[src/apid_pkg.sv]
// Shared widths, register codes, state and control types for the attitude PID block.
package apid_pkg;

	localparam int ANGLE_W    = 9;
	localparam int GAIN_W     = 16;
	localparam int EDB_W      = 8;
	localparam int RDB_W      = 23;
	localparam int GYRO_W     = 16;
	localparam int ACT_W      = 32;
	localparam int DIR_W      = 2;
	localparam int CFG_IDX_W  = 3;
	localparam int CFG_DATA_W = 23;
	localparam int ERR_W      = 9;
	localparam int EMAG_W     = 8;
	localparam int RATE_W     = 27;
	localparam int RMAG_W     = 26;
	localparam int INC_MAG_W  = 22;
	localparam int SUM_W      = 32;
	localparam int ACC_W      = 50;
	localparam int FRAC_BITS  = 8;

	localparam int HALF_TURN  = 180;
	localparam int FULL_TURN  = 360;
	localparam int MS_PER_S   = 1000;
	localparam int FRAC_SCALE = 256;
	localparam int RATE_SCALE = 256000;

	localparam logic [RDB_W-1:0] DETUMBLE_RST = 23'h7FFFFF;

	typedef enum logic [CFG_IDX_W-1:0] {
		REG_TARGET,
		REG_KP,
		REG_KI,
		REG_KD,
		REG_EDB,
		REG_RDB,
		REG_DETUMBLE,
		REG_USE_GYRO
	} cfg_reg_t;

	typedef enum logic [DIR_W-1:0] {
		DIR_STOP,
		DIR_CW,
		DIR_CCW
	} dir_t;

	typedef enum logic [2:0] {
		ST_IDLE,
		ST_DIV,
		ST_SUM,
		ST_MUL,
		ST_DONE
	} state_t;

	typedef struct packed {
		logic load;
		logic step;
	} div_ctrl_t;

endpackage

[src/apid_if.sv]
// Valid/ready channel interfaces for the sample and result beats.
interface apid_in_if import apid_pkg::*; ();
	logic                     valid;
	logic                     ready;
	logic [ANGLE_W-1:0]       current_angle;
	logic signed [GYRO_W-1:0] gyro_rate;

	modport source (output valid, output current_angle, output gyro_rate, input ready);
	modport sink (input valid, input current_angle, input gyro_rate, output ready);
endinterface

interface apid_out_if import apid_pkg::*; ();
	logic                    valid;
	logic                    ready;
	logic signed [ACT_W-1:0] actuation;
	logic [DIR_W-1:0]        direction;

	modport source (output valid, output actuation, output direction, input ready);
	modport sink (input valid, input actuation, input direction, output ready);
endinterface

[src/apid_sdiv.sv]
// Bit-serial restoring divider by a fixed divisor, one quotient bit per step.
module apid_sdiv import apid_pkg::*; #(
	parameter int DW      = 26,
	parameter int DIVISOR = 1000
) (
	input  logic          clk,
	input  div_ctrl_t     ctrl,
	input  logic [DW-1:0] dividend,
	output logic [DW-1:0] quotient
);

	localparam int RW = $clog2(DIVISOR + 1) + 1;

	logic [DW-1:0] num_q;
	logic [RW-2:0] rem_q;
	logic [RW-1:0] trial;
	logic          ge;

	assign trial = {rem_q, num_q[DW-1]};
	assign ge    = trial >= RW'(DIVISOR);

	// dividend shifts out at the top while quotient bits shift in at the bottom
	always_ff @(posedge clk) begin
		if (ctrl.load) begin
			num_q <= dividend;
			rem_q <= '0;
		end else if (ctrl.step) begin
			rem_q <= ge ? (RW-1)'(trial - RW'(DIVISOR)) : trial[RW-2:0];
			num_q <= {num_q[DW-2:0], ge};
		end
	end

	assign quotient = num_q;

endmodule

[src/attitude_pid_with_deadband.sv]
// Top level of the attitude PID controller with error and rate deadbands.
//
// sample carries one beat per control tick: current_angle (degrees) and
// gyro_rate (degrees/s). result returns one beat per sample: actuation
// (signed Q.8, saturated) and direction (stop, clockwise, counterclockwise).
// Gains, target, deadbands, detumble threshold and rate source are written by the
// user through wr_en / wr_index / wr_data only while the block is idle; the block does not enforce this.
//
// One sample at a time: a beat is taken in the idle state, then two
// bit-serial dividers run DW steps (rate over the period, integral step over
// one second), the SUM state updates the integral, and a radix-2 multiplier
// walks the 16 gain bits for all three terms at once. The DONE state then
// loads the result into the output register and returns to idle, where the
// next sample can be taken (DW = 26 at PERIOD_MS = 1000).
// The output register lets the next sample be taken while a result waits;
// if the receiver still holds the previous one, the block waits in its last
// state. Reset clears the integral, the last error and the output valid flag,
// and returns the configuration to zero (detumble threshold to all ones).
module attitude_pid_with_deadband import apid_pkg::*; #(
	parameter int PERIOD_MS = 1000
) (
	input  logic                  clk,
	input  logic                  arst_n,
	apid_in_if.sink               sample,
	apid_out_if.source            result,
	input  logic                  wr_en,
	input  logic [CFG_IDX_W-1:0]  wr_index,
	input  logic [CFG_DATA_W-1:0] wr_data
);

	localparam longint INC_MAX = 64'(HALF_TURN) * FRAC_SCALE * PERIOD_MS;
	localparam int     INW     = $clog2(INC_MAX + 1);
	localparam int     DW      = INW > RMAG_W ? INW : RMAG_W;
	localparam int     CW      = $clog2(DW);

	// configuration
	logic [ANGLE_W-1:0]       target_q;
	logic signed [GAIN_W-1:0] kp_q, ki_q, kd_q;
	logic [EDB_W-1:0]         edb_q;
	logic [RDB_W-1:0]         rdb_q, thr_q;
	logic                     use_gyro_q;

	// loop state
	logic signed [ERR_W-1:0]  last_err_q;
	logic signed [SUM_W-1:0]  error_sum_q;

	// per-sample working registers
	state_t                   state_q, state_d;
	logic [CW-1:0]            cnt_q;
	logic signed [ERR_W-1:0]  err_q;
	logic [EMAG_W-1:0]        emag_q;
	logic                     eneg_q, dneg_q;
	logic signed [GYRO_W-1:0] gyro_q;
	logic                     dead_q;
	logic signed [ACC_W-1:0]  mp_q, mi_q, mr_q, acc_q;

	// output register
	logic                     out_valid_q;
	logic signed [ACT_W-1:0]  act_q;
	logic [DIR_W-1:0]         dir_q;

	logic                     accept, out_load;
	div_ctrl_t                div_ctrl;

	// ---------------- error and error change at the sample beat
	logic signed [ANGLE_W+1:0] ang_diff, err_w;
	logic signed [ERR_W-1:0]   err_c;
	logic signed [ERR_W:0]     chg_raw, chg_w;
	logic signed [ERR_W-1:0]   chg_c;
	logic [EMAG_W-1:0]         emag_c, dmag_c;
	logic [DW-1:0]             rnum_c, inum_c;

	assign ang_diff = $signed({2'b00, target_q}) - $signed({2'b00, sample.current_angle});

	// one step of 360 is enough for inputs of 9 bits
	always_comb begin
		err_w = ang_diff;
		if (ang_diff > (ANGLE_W+2)'(HALF_TURN))
			err_w = ang_diff - (ANGLE_W+2)'(FULL_TURN);
		else if (ang_diff < -(ANGLE_W+2)'(HALF_TURN))
			err_w = ang_diff + (ANGLE_W+2)'(FULL_TURN);
	end

	assign err_c   = err_w[ERR_W-1:0];
	assign chg_raw = {err_c[ERR_W-1], err_c} - {last_err_q[ERR_W-1], last_err_q};

	always_comb begin
		chg_w = chg_raw;
		if (chg_raw > (ERR_W+1)'(HALF_TURN))
			chg_w = chg_raw - (ERR_W+1)'(FULL_TURN);
		else if (chg_raw < -(ERR_W+1)'(HALF_TURN))
			chg_w = chg_raw + (ERR_W+1)'(FULL_TURN);
	end

	assign chg_c  = chg_w[ERR_W-1:0];
	assign emag_c = err_c[ERR_W-1] ? EMAG_W'(-err_c) : err_c[EMAG_W-1:0];
	assign dmag_c = chg_c[ERR_W-1] ? EMAG_W'(-chg_c) : chg_c[EMAG_W-1:0];
	assign rnum_c = DW'(dmag_c) * DW'(RATE_SCALE);
	assign inum_c = DW'(emag_c) * DW'(64'(FRAC_SCALE) * PERIOD_MS);

	// ---------------- dividers
	logic [DW-1:0] rate_quo, inc_quo;

	apid_sdiv #(
		.DW      (DW),
		.DIVISOR (PERIOD_MS)
	) u_rate_div (
		.clk      (clk),
		.ctrl     (div_ctrl),
		.dividend (rnum_c),
		.quotient (rate_quo)
	);

	apid_sdiv #(
		.DW      (DW),
		.DIVISOR (MS_PER_S)
	) u_inc_div (
		.clk      (clk),
		.ctrl     (div_ctrl),
		.dividend (inum_c),
		.quotient (inc_quo)
	);

	// ---------------- rate, integral and mode after the divide
	logic signed [RATE_W-1:0]    rate_div, rate_gy, rate_c;
	logic [RMAG_W-1:0]           rate_abs;
	logic signed [INC_MAG_W:0]   inc_c;
	logic signed [SUM_W+1:0]     sum_wide;
	logic signed [SUM_W-1:0]     sum_sat;
	logic                        dead_c, det_c;

	assign rate_div = dneg_q ? -$signed({1'b0, rate_quo[RMAG_W-1:0]})
	                         :  $signed({1'b0, rate_quo[RMAG_W-1:0]});
	assign rate_gy  = $signed({{(RATE_W-GYRO_W-FRAC_BITS){gyro_q[GYRO_W-1]}}, gyro_q,
	                           FRAC_BITS'(0)});
	assign rate_c   = use_gyro_q ? rate_gy : rate_div;
	assign rate_abs = rate_c[RATE_W-1] ? RMAG_W'(-rate_c) : rate_c[RMAG_W-1:0];

	assign inc_c    = eneg_q ? -$signed({1'b0, inc_quo[INC_MAG_W-1:0]})
	                         :  $signed({1'b0, inc_quo[INC_MAG_W-1:0]});
	assign sum_wide = (SUM_W+2)'(error_sum_q) + (SUM_W+2)'(inc_c);

	always_comb begin
		if (sum_wide[SUM_W+1:SUM_W-1] == '0 || sum_wide[SUM_W+1:SUM_W-1] == '1)
			sum_sat = sum_wide[SUM_W-1:0];
		else
			sum_sat = sum_wide[SUM_W+1] ? {1'b1, {(SUM_W-1){1'b0}}} : {1'b0, {(SUM_W-1){1'b1}}};
	end

	assign dead_c = (emag_q < edb_q) && (rate_abs < RMAG_W'(rdb_q));
	assign det_c  = rate_abs > RMAG_W'(thr_q);

	// ---------------- serial multiply, gain bits MSB first
	logic [3:0]              bit_idx;
	logic signed [ACC_W-1:0] addend;
	logic                    top_bit;

	assign bit_idx = cnt_q[3:0];
	assign top_bit = bit_idx == 4'(GAIN_W-1);
	assign addend  = (kp_q[bit_idx] ? mp_q : '0) + (ki_q[bit_idx] ? mi_q : '0)
	               + (kd_q[bit_idx] ? mr_q : '0);

	// ---------------- final shift and saturation
	logic signed [ACC_W-1:0] shifted;
	logic signed [ACT_W-1:0] act_sat, act_c;

	assign shifted = acc_q >>> FRAC_BITS;

	always_comb begin
		if (shifted[ACC_W-1:ACT_W-1] == '0 || shifted[ACC_W-1:ACT_W-1] == '1)
			act_sat = shifted[ACT_W-1:0];
		else
			act_sat = shifted[ACC_W-1] ? {1'b1, {(ACT_W-1){1'b0}}} : {1'b0, {(ACT_W-1){1'b1}}};
	end

	assign act_c = dead_q ? '0 : act_sat;

	// ---------------- control
	always_comb begin
		state_d = state_q;
		case (state_q)
			ST_IDLE: if (sample.valid) state_d = ST_DIV;
			ST_DIV:  if (cnt_q == '0) state_d = ST_SUM;
			ST_SUM:  state_d = ST_MUL;
			ST_MUL:  if (cnt_q == '0) state_d = ST_DONE;
			ST_DONE: if (!out_valid_q || result.ready) state_d = ST_IDLE;
			default: state_d = ST_IDLE;
		endcase
	end

	always_comb begin
		sample.ready  = 1'b0;
		div_ctrl.load = 1'b0;
		div_ctrl.step = 1'b0;
		out_load      = 1'b0;
		case (state_q)
			ST_IDLE: begin
				sample.ready  = 1'b1;
				div_ctrl.load = sample.valid;
			end
			ST_DIV:  div_ctrl.step = 1'b1;
			ST_DONE: out_load      = !out_valid_q || result.ready;
			default: ;
		endcase
	end

	assign accept = sample.valid && sample.ready;

	always_ff @(posedge clk or negedge arst_n) begin
		if (!arst_n) begin
			state_q <= ST_IDLE;
			cnt_q   <= '0;
		end else begin
			state_q <= state_d;
			if (accept)
				cnt_q <= CW'(DW - 1);
			else if (state_q == ST_SUM)
				cnt_q <= CW'(GAIN_W - 1);
			else if ((state_q == ST_DIV || state_q == ST_MUL) && cnt_q != '0)
				cnt_q <= cnt_q - 1'b1;
		end
	end

	// configuration writes
	always_ff @(posedge clk or negedge arst_n) begin
		if (!arst_n) begin
			target_q   <= '0;
			kp_q       <= '0;
			ki_q       <= '0;
			kd_q       <= '0;
			edb_q      <= '0;
			rdb_q      <= '0;
			thr_q      <= DETUMBLE_RST;
			use_gyro_q <= 1'b0;
		end else if (wr_en) begin
			case (cfg_reg_t'(wr_index))
				REG_TARGET:   target_q   <= wr_data[ANGLE_W-1:0];
				REG_KP:       kp_q       <= wr_data[GAIN_W-1:0];
				REG_KI:       ki_q       <= wr_data[GAIN_W-1:0];
				REG_KD:       kd_q       <= wr_data[GAIN_W-1:0];
				REG_EDB:      edb_q      <= wr_data[EDB_W-1:0];
				REG_RDB:      rdb_q      <= wr_data[RDB_W-1:0];
				REG_DETUMBLE: thr_q      <= wr_data[RDB_W-1:0];
				REG_USE_GYRO: use_gyro_q <= wr_data[0];
				default: ;
			endcase
		end
	end

	// loop state
	always_ff @(posedge clk or negedge arst_n) begin
		if (!arst_n) begin
			last_err_q  <= '0;
			error_sum_q <= '0;
		end else begin
			if (accept)
				last_err_q <= err_c;
			if (state_q == ST_SUM)
				error_sum_q <= sum_sat;
		end
	end

	// working payload
	always_ff @(posedge clk) begin
		if (accept) begin
			err_q  <= err_c;
			emag_q <= emag_c;
			eneg_q <= err_c[ERR_W-1];
			dneg_q <= chg_c[ERR_W-1];
			gyro_q <= sample.gyro_rate;
		end
		if (state_q == ST_SUM) begin
			dead_q <= dead_c;
			// above the detumble threshold only the rate term survives
			mp_q   <= det_c ? '0 : ACC_W'($signed({err_q, FRAC_BITS'(0)}));
			mi_q   <= det_c ? '0 : ACC_W'(sum_sat);
			mr_q   <= ACC_W'(rate_c);
			acc_q  <= '0;
		end
		if (state_q == ST_MUL)
			acc_q <= (acc_q <<< 1) + (top_bit ? -addend : addend);
	end

	// output register
	always_ff @(posedge clk or negedge arst_n) begin
		if (!arst_n)
			out_valid_q <= 1'b0;
		else if (out_load)
			out_valid_q <= 1'b1;
		else if (result.ready)
			out_valid_q <= 1'b0;
	end

	always_ff @(posedge clk) begin
		if (out_load) begin
			act_q <= act_c;
			if (act_c > 0)
				dir_q <= DIR_CW;
			else if (act_c < 0)
				dir_q <= DIR_CCW;
			else
				dir_q <= DIR_STOP;
		end
	end

	assign result.valid     = out_valid_q;
	assign result.actuation = act_q;
	assign result.direction = dir_q;

endmodule

[src/flat_wrapper.sv]
// flat-port wrapper written by rule: the top's interface ports become plain ports
module attitude_pid_with_deadband_flat import apid_pkg::*;
#(
	parameter int PERIOD_MS = 1000
)
  (clk, arst_n, wr_en, wr_index, wr_data, sample_valid, sample_current_angle, sample_gyro_rate, sample_ready, result_valid, result_actuation, result_direction, result_ready);
  apid_in_if sample_i ();
  apid_out_if result_i ();
  input  logic clk;
  input  logic arst_n;
  input  logic wr_en;
  input  logic [CFG_IDX_W-1:0] wr_index;
  input  logic [CFG_DATA_W-1:0] wr_data;
  input wire logic [$bits(sample_i.valid)-1:0] sample_valid;
  input wire logic [$bits(sample_i.current_angle)-1:0] sample_current_angle;
  input wire logic [$bits(sample_i.gyro_rate)-1:0] sample_gyro_rate;
  output wire logic [$bits(sample_i.ready)-1:0] sample_ready;
  output wire logic [$bits(result_i.valid)-1:0] result_valid;
  output wire logic [$bits(result_i.actuation)-1:0] result_actuation;
  output wire logic [$bits(result_i.direction)-1:0] result_direction;
  input wire logic [$bits(result_i.ready)-1:0] result_ready;
  assign sample_i.valid = sample_valid;
  assign sample_i.current_angle = sample_current_angle;
  assign sample_i.gyro_rate = sample_gyro_rate;
  assign sample_ready = sample_i.ready;
  assign result_valid = result_i.valid;
  assign result_actuation = result_i.actuation;
  assign result_direction = result_i.direction;
  assign result_i.ready = result_ready;
  attitude_pid_with_deadband #(.PERIOD_MS(PERIOD_MS)) u_core (.clk(clk), .arst_n(arst_n), .sample(sample_i), .result(result_i), .wr_en(wr_en), .wr_index(wr_index), .wr_data(wr_data));
endmodule
[config.mk]
export PLATFORM = sky130hd
export DESIGN_NAME = attitude_pid_with_deadband_flat
export DESIGN_NICKNAME = d
export VERILOG_FILES = /design/src/apid_pkg.sv /design/src/apid_if.sv /design/src/apid_sdiv.sv /design/src/attitude_pid_with_deadband.sv /design/src/flat_wrapper.sv
export SDC_FILE = /design/constraint.sdc
export NUM_CORES = 1
export LEC_CHECK = 0
export ABC_AREA = 1
export BUFFER_PORTS_ARGS = -buffer_cell sky130_fd_sc_hd__buf_2
export CELL_PAD_IN_SITES_DETAIL_PLACEMENT = 1
export CELL_PAD_IN_SITES_GLOBAL_PLACEMENT = 1
export CORE_MARGIN = 4
export CORE_UTILIZATION = 25
export DETAILED_ROUTE_END_ITERATION = 8
export PLACE_DENSITY = 0.48
export SETUP_SLACK_MARGIN = 0.05
export SYNTH_ARGS = -nofsm -noshare
export SYNTH_HDL_FRONTEND = slang
export SYNTH_HIERARCHICAL = 1
export SYNTH_SLANG_ARGS = --single-unit
[constraint.sdc]
create_clock -name clk -period 11.4 [get_ports clk]
set_clock_uncertainty 0.1 [all_clocks]
set_input_delay 0.57 -clock clk [delete_from_list [all_inputs] [get_ports clk]]
set_output_delay 0.57 -clock clk [all_outputs]
set_load 0.1 [all_outputs]
# Yosys cells after proc, flatten, opt, wreduce, memory -nomap -nowiden
# Index checks and enable logic that the tools add are counted.
[op_classes] add_sub_neg=19 mul=2 div_mod_pow=0 n_lt_le_gt_ge=12 n_eq_ne=18 n_shift=0 n_mux=48 bitwise=0 n_reduce_logical=27
[op_table] operator="$mux 50" n=6
[op_table] operator="$mux 32" n=5
[op_table] operator="$add 50x50->50" n=3
[op_table] operator="$mux 26" n=5
[op_table] operator="$mux 27" n=2
[op_table] operator="$neg 50->50" n=1
[op_table] operator="$mux 9" n=4
[op_table] operator="$add 32x23->33" n=1
[op_table] operator="$gt 32x1->1 const B" n=1
[op_table] operator="$lt 32x1->1 const B" n=1
[op_table] operator="$mul 8x7->15 const B" n=2
[op_table] operator="$neg 26->27" n=1
[op_table] operator="$gt 26x23->1" n=1
[op_table] operator="$lt 26x23->1" n=1
[op_table] operator="$neg 26->26" n=1
[op_table] operator="$mux 23" n=1
[op_table] operator="$neg 22->23" n=1
[op_table] operator="$ge 11x10->1 const B" n=2
[op_table] operator="$gt 10x9->1 const B" n=2
[op_table] operator="$lt 10x9->1 const B" n=2
[op_table] operator="$mux 10" n=2
[op_table] operator="$sub 10x10->10 const B" n=2
[op_table] operator="$sub 9x9->10" n=2
[op_table] operator="$eq 19x19->1 const B" n=1
[op_table] operator="30 further kinds" n=76
[word_totals] ff_bits=430 latchBits=0 ramBits=0 romBits=0 input_bits=56 out_inout_bits=36 word_cells=158 mem_count=0

# Logic depth before layout (Yosys ltp)
[logic_depth] ltp_word=12 ltp_mapped=58 mapped_depth_nobuf=58

# Cells and area by module
# Netlist, hierarchy kept.
[modules_own_cells] module="attitude_pid_with_deadband" instances=1 cells_per_inst=4065 area_per_inst_um2=30680.7 seq_area_each_um2=9668.0
[modules_own_cells] module="apid_sdiv" instances=2 cells_per_inst=204 area_per_inst_um2=1712.9 seq_area_each_um2=980.9

# Least setup slack after synthesis
# No wires, ideal clock.
[synth_path] path_type="input port to flip-flop" start="input sample_current_angle[0]" end="register u_core.u_rate_div.num_q[24] (netlist: u_core/u_rate_div/quotient[24]) (data pin)" arrival_ns=7.937 required_time_ns=11.047 slack_ns=3.111 cell_stages=51 path_buffers=1 path_cell_list="ha_1 -> inv_1 -> fa_1 -> nand3_1 -> nand3_1 -> xor2_1 -> inv_1 -> nand3_1 -> nand3_1 -> nand3_2 -> nand2_1 -> nand2_1 -> nand2_2 -> ha_1 -> nand2_1 -> nand2_1 -> inv_1 -> nand2_1 -> (+15 left out) -> fa_1 -> fa_1 -> inv_1 -> ha_1 -> a21oi_1 -> inv_1 -> a31oi_1 -> nor2_1 -> o21ai_0 -> nand2_1 -> nand3_1 -> nand2_1 -> a21oi_1 -> nor2_1 -> nor2_1 -> xor2_1 -> nand2_1 -> nand2_1"
[synth_rtl] item="start: declaration" line="flat_wrapper.sv:15" text="input wire logic [$bits(sample_i.current_angle)-1:0] sample_current_angle;"
[synth_rtl] item="$sub 9x9->10 *" line="attitude_pid_with_deadband.sv:73" text="assign ang_diff = $signed({2'b00, target_q}) - $signed({2'b00, sample.current_angle});"
[synth_rtl] item="$add 9x9->9 / $lt 10x9->1 (equally long branches)" line="attitude_pid_with_deadband.sv:81, attitude_pid_with_deadband.sv:80"
[synth_rtl] item="$mux 9" line="attitude_pid_with_deadband.sv:80" text="else if (ang_diff < -(ANGLE_W+2)'(HALF_TURN))"
[synth_rtl] item="$mux 9 *" line="attitude_pid_with_deadband.sv:78" text="if (ang_diff > (ANGLE_W+2)'(HALF_TURN))"
[synth_rtl] item="via u_core.err_w[3]" line="attitude_pid_with_deadband.sv:66" text="logic signed [ANGLE_W+1:0] ang_diff, err_w;"
[synth_rtl] item="$sub 9x9->10 *" line="attitude_pid_with_deadband.sv:85" text="assign chg_raw = {err_c[ERR_W-1], err_c} - {last_err_q[ERR_W-1], last_err_q};"
[synth_rtl] item="$add 9x9->9 / $lt 10x9->1 (equally long branches)" line="attitude_pid_with_deadband.sv:92, attitude_pid_with_deadband.sv:91"
[synth_rtl] item="$mux 9" line="attitude_pid_with_deadband.sv:91" text="else if (chg_raw < -(ERR_W+1)'(HALF_TURN))"
[synth_rtl] item="$mux 9 *" line="attitude_pid_with_deadband.sv:89" text="if (chg_raw > (ERR_W+1)'(HALF_TURN))"
[synth_rtl] item="via u_core.chg_w[8]" line="attitude_pid_with_deadband.sv:68" text="logic signed [ERR_W:0] chg_raw, chg_w;"
[synth_rtl] item="$mux 8 *" line="attitude_pid_with_deadband.sv:97" text="assign dmag_c = chg_c[ERR_W-1] ? EMAG_W'(-chg_c) : chg_c[EMAG_W-1:0];"
[synth_rtl] item="via u_core.dmag_c[1]" line="attitude_pid_with_deadband.sv:70" text="logic [EMAG_W-1:0] emag_c, dmag_c;"
[synth_rtl] item="$mul 8x7->15 *" line="attitude_pid_with_deadband.sv:98" text="assign rnum_c = DW'(dmag_c) * DW'(RATE_SCALE);"
[synth_rtl] item="via u_core.rnum_c[24]" line="attitude_pid_with_deadband.sv:71" text="logic [DW-1:0] rnum_c, inum_c;"
[synth_rtl] item="$mux 26 *" line="apid_sdiv.sv:24" text="if (ctrl.load) begin"
[synth_rtl] item="end signal: assignment" line="apid_sdiv.sv:25" text="num_q <= dividend;"
[synth_rtl] item="end signal: assignment" line="apid_sdiv.sv:29" text="num_q <= {num_q[DW-2:0], ge};"
[synth_rtl] item="end: declaration" line="apid_sdiv.sv:14" text="logic [DW-1:0] num_q;"
# The timed path passes the listed nets; every way through them passes the cells marked *.
# A chain may end at the register's enable or synchronous reset.

# Worst setup path after layout
[layout_path] start="register u_core.target_q[0]" end="register u_core.u_rate_div.num_q[24] (netlist: u_core/u_rate_div/quotient[24]) (data pin)"
[layout_between] elab_chain_cells=12
[layout_rtl] item="start: declaration" line="attitude_pid_with_deadband.sv:37" text="logic [ANGLE_W-1:0] target_q;"
[layout_rtl] item="start signal: assignment" line="attitude_pid_with_deadband.sv:237" text="REG_TARGET: target_q <= wr_data[ANGLE_W-1:0];"
[layout_rtl] item="$sub 9x9->10 *" line="attitude_pid_with_deadband.sv:73"
[layout_rtl] item="via u_core.ang_diff[2]" line="attitude_pid_with_deadband.sv:66"
[layout_rtl] item="$add 9x9->9 / $lt 10x9->1 (equally long branches)" line="attitude_pid_with_deadband.sv:81, attitude_pid_with_deadband.sv:80"
[layout_rtl] item="$mux 9" line="attitude_pid_with_deadband.sv:80"
[layout_rtl] item="$mux 9 *" line="attitude_pid_with_deadband.sv:78"
[layout_rtl] item="via u_core.err_w[3]" line="attitude_pid_with_deadband.sv:66"
[layout_rtl] item="$sub 9x9->10 *" line="attitude_pid_with_deadband.sv:85"
[layout_rtl] item="$lt 10x9->1" line="attitude_pid_with_deadband.sv:91"
[layout_rtl] item="$mux 9" line="attitude_pid_with_deadband.sv:91"
[layout_rtl] item="$mux 9 *" line="attitude_pid_with_deadband.sv:89"
[layout_rtl] item="$neg 8->8" line="attitude_pid_with_deadband.sv:97"
[layout_rtl] item="$mux 8 *" line="attitude_pid_with_deadband.sv:97"
[layout_rtl] item="via u_core.dmag_c[1]" line="attitude_pid_with_deadband.sv:70"
[layout_rtl] item="$mul 8x7->15 *" line="attitude_pid_with_deadband.sv:98"
[layout_rtl] item="via u_core.rnum_c[24]" line="attitude_pid_with_deadband.sv:71"
[layout_rtl] item="$mux 26 *" line="apid_sdiv.sv:24"
# Marked as above.

==> results.py <==
metrics = {
    "min_path": {
        "hold_class": "input pin to flip-flop",
    },
    "setup_path": {
        "path_delay_family": "adder cells",
        "r2r-start": "u_core/target_q[0]",
        "crit_cells": 51,
        "endpoint": "u_core/u_rate_div/quotient[24]",
        "startpoint": "u_core/target_q[0]",
        "cp.arrival_ns": 9.93,
        "r2r_cells": 51,
        "critical_path_class": "flip-flop to flip-flop",
        "path_max_fanout": 12,
        "cpMostUsedCell": "nand2_1",
        "rrSetupSlack_ns": 1.86,
        "cp_num_buf_inv": 8,
        "start_kind": "flip-flop",
        "critPathSlowestCell": "o21ai_0",
        "slowest_delay_ns": 0.75,
        "setup.worst_path.end_class": "flip-flop",
        "cp.required_ns": 11.79,
        "worst_r2r_endpoint": "u_core/u_rate_div/quotient[24]",
    },
    "timing": {
        "slew_headroom": 0.2867,
        "final.min_clock_period_ns": 9.539,
        "worstMarginPinSlew_ns": 1.067,
        "max_freq_ghz": 0.1048,
        "hold_viol_final": 0,
        "finalCritPeriodShare": 0.8367,
        "maxSlewViolCount": 0,
        "setup_violations": 0,
        "rsz0062_at_grt": "false",
        "tns_ns": 0,
    },
    "detailed_routing": {
        "dr.pass1.iters": 5,
        "routedWlPerCell_um": 17.71,
        "wl_mm": 113.9,
        "drt_iter0_drc": 1144,
        "via_per_inst": 4.550,
        "final_antenna_net_count": 0,
        "num_vias": 29264,
        "drc_errors": 0,
    },
    "place": {
        "gp_congestion": 0.8146,
        "hpwlAfterDp_mm": 91.46,
        "dp_cells": 6305,
        "port-buffer-count": 91,
    },
    "die": {
        "die_area_um2": 142400,
        "ioPinCount": 92,
        "core_um2": 135500,
        "die_w_um": 377.4,
        "core.rowCount": 135,
        "die_h_um": 377.4,
        "start_util": 0.2518,
    },
    "global_routing": {
        "grt_pass1_vias": 31022,
        "gr-usage-met2": 0.2708,
        "gr-total-overflow": 0,
        "busiest_layer": "met2",
        "gr-usage-met1": 0.2208,
        "antenna_found_initial": 1,
        "grt_first_pass_wirelength_mm": 180.3,
        "grt_max_degree": 70,
        "grtUsageTotal": 0.1605,
        "use_met3": 0.01620,
    },
    "run_status": {
        "status": "finished, final reports clean",
    },
    "cells_and_area": {
        "drive_above_1_share": 0.09034,
        "final_nets": 5012,
        "nFillCells": 16459,
        "syn_to_final_growth_pct": 13.78,
        "finalNonFillerCells": 6431,
    },
    "clocking": {
        "cts_setup_buffers": 0,
        "holdBufCountCts": 20,
        "cts_sinks": 420,
        "cts_root_buf": "clkbuf_16",
        "cts-buffers-inserted": 56,
        "cts_buffer_depth": 3,
        "cts_tree": "done",
        "cts_resized": 0,
        "htreeDepth": 2,
        "path_clk_slew_ns": 0.06,
        "insertion_delay_ns": 0.66,
    },
    "synth": {
        "ys_ff_latch": 420,
        "synth-edff-count": 238,
        "synth-seq-area-share": 0.3410,
        "ys.flop_type": "edfxtp_1",
        "async_flop_share": 0.3857,
        "ys_types": 68,
        "syn_inst": 4473,
        "ys_warn_count": 6,
        "syn_area_per_cell_um2": 7.625,
        "netlist_area_um2": 34110,
    },
    "run": {
        "maxCapViolCount": 0,
    },
}
[worst min path at each step]
stage                                  end            start  cells after the start
after floorplan            u_core/cnt_q[0]           arst_n                      0
after detailed placement   u_core/kp_q[13]  u_core/kp_q[13]                      2
after global placement     u_core/ki_q[13]  u_core/ki_q[13]                      2
after global routing      u_core/thr_q[19]      wr_data[19]                      3
final                     u_core/thr_q[19]      wr_data[19]                      3
after CTS                 u_core/thr_q[19]      wr_data[19]                      3
[routing by layer]
metal | share of wire | vias to the layer above | routed length, µm
met5 | 0.000061 | - | 7
met1 | 0.49 | 14040 | 56250
met3 | 0.021 | 110 | 2367
li1 | - | 14885 | -
met2 | 0.46 | 227 | 52770
met4 | 0.022 | 2 | 2497
[cell families (layout without fill, tap and decap cells)]
| logic type | count (synthesis) | in the layout | synth area share |
|---|---|---|---|
| adder cells (fa/ha/maj) | 354 | 354 | 0.1453 |
| multiplexers | 8 | 8 | 0.002348 |
| flip-flops | 420 | 420 | 0.3410 |
| other | 1 | 23 | 0.0001099 |
| AO/OA/AOI/OAI | 777 | 777 | 0.1252 |
| buffers and inverters | 726 | 881 | 0.08324 |
| AND/OR/NAND/NOR | 2035 | 2035 | 0.2628 |
| XOR/XNOR | 152 | 152 | 0.04002 |
[worst min-delay path, cell delays in order]
cell and delay [ns]:
buf_2 0.10, inv_1 0.05, o21ai_0 0.09
[synth_stat cells (25+ instances only)]
cell / count / area share
xor2_1: 118 / 0.030
nor2_4: 47 / 0.016
nand2_2: 34 / 0.0062
clkbuf_1: 56 / 0.0062
nand3_1: 205 / 0.030
o21ai_0: 338 / 0.050
dfrtp_1: 139 / 0.10
nor2_1: 443 / 0.049
nor3_1: 37 / 0.0054
edfxtp_1: 238 / 0.21
nand3b_1: 25 / 0.0055
nand4_1: 42 / 0.0077
nand2_1: 1117 / 0.12
fa_1: 70 / 0.041
inv_1: 610 / 0.067
xnor2_1: 31 / 0.0080
ha_1: 284 / 0.10
a21oi_1: 279 / 0.041
[cell type report]
| cell class | count | area, µm² | area share |
|---|---|---|---|
| multi-input cells | 3348 | 19750 | 0.5089 |
| flip-flops and latches | 420 | 11630 | 0.2997 |
| inverters | 635 | 2385 | 0.06146 |
| well taps | 1781 | 2228 | 0.05743 |
| clock buffers | 70 | 1494 | 0.03850 |
| repair buffers | 141 | 887.1 | 0.02286 |
| clock inverters | 35 | 429.2 | 0.01106 |
| diodes | 1 | 2.502 | 0.00006449 |
[layout by cell type (no fill, tap or decap), drive strengths merged, types with 5 or more instances in the layout]
cell type    netlist  routed
nand2           1156    1156
inv              631     637
nor2             509     509
o21ai            360     360
a21oi            286     286
ha               284     284
edfxtp           238     238
nand3            223     223
dfrtp            139     139
xor2             121     121
buf               35     121
fa                70      70
clkbuf            56      70
nand4             44      44
nor3              40      40
xnor2             31      31
nand3b            25      25
dfstp             23      23
conb               1      22
clkinv             4      21
dlygate4sd3        0      20
dfxtp             20      20
a31oi             19      19
a21o              19      19
nor4              19      19
o22ai             19      19
o21bai            17      17
o21a              14      14
a21boi            11      11
or2               10      10
o211ai             8       8
mux2i              8       8
bufinv             0       7
a211oi             6       6
o31ai              6       6
clkinvlp           0       5
[registers in the layout, indices dropped and copies added (netlist names), 7 cells and up]
register and cells:
u_core/acc_q 50, u_core/edb_q 8, u_core/emag_q 7, u_core/err_q 9, u_core/error_sum_q 32, u_core/gyro_q 16
u_core/kd_q 16, u_core/ki_q 16, u_core/kp_q 16, u_core/last_err_q 9, u_core/mi_q 32, u_core/mp_q 9
u_core/mr_q 27, u_core/rdb_q 23, u_core/result.actuation 32, u_core/target_q 9, u_core/thr_q 23, u_core/u_inc_div/quotient 26
u_core/u_inc_div/rem_q 10, u_core/u_rate_div/quotient 26, u_core/u_rate_div/rem_q 10
[stage by stage]
stage / cell area [µm²] / util / hold WS [ns] / worst slack (ns)
after floorplan: 34190 / - / 0.1744 / 3.111
after global placement: 36680 / 0.2708 / 0.3621 / 1.763
after detailed placement: 36680 / 0.2708 / 0.3679 / 1.514
after CTS: 38800 / 0.2864 / 0.003809 / 1.714
after global routing: 38800 / 0.2864 / 0.05942 / 0.9228
final: 38800 / 0.2865 / 0.07014 / 1.861
Power is left out: the tool's default activity adds up to more than one toggle a clock period on the data nets, which glitch-free logic cannot reach.
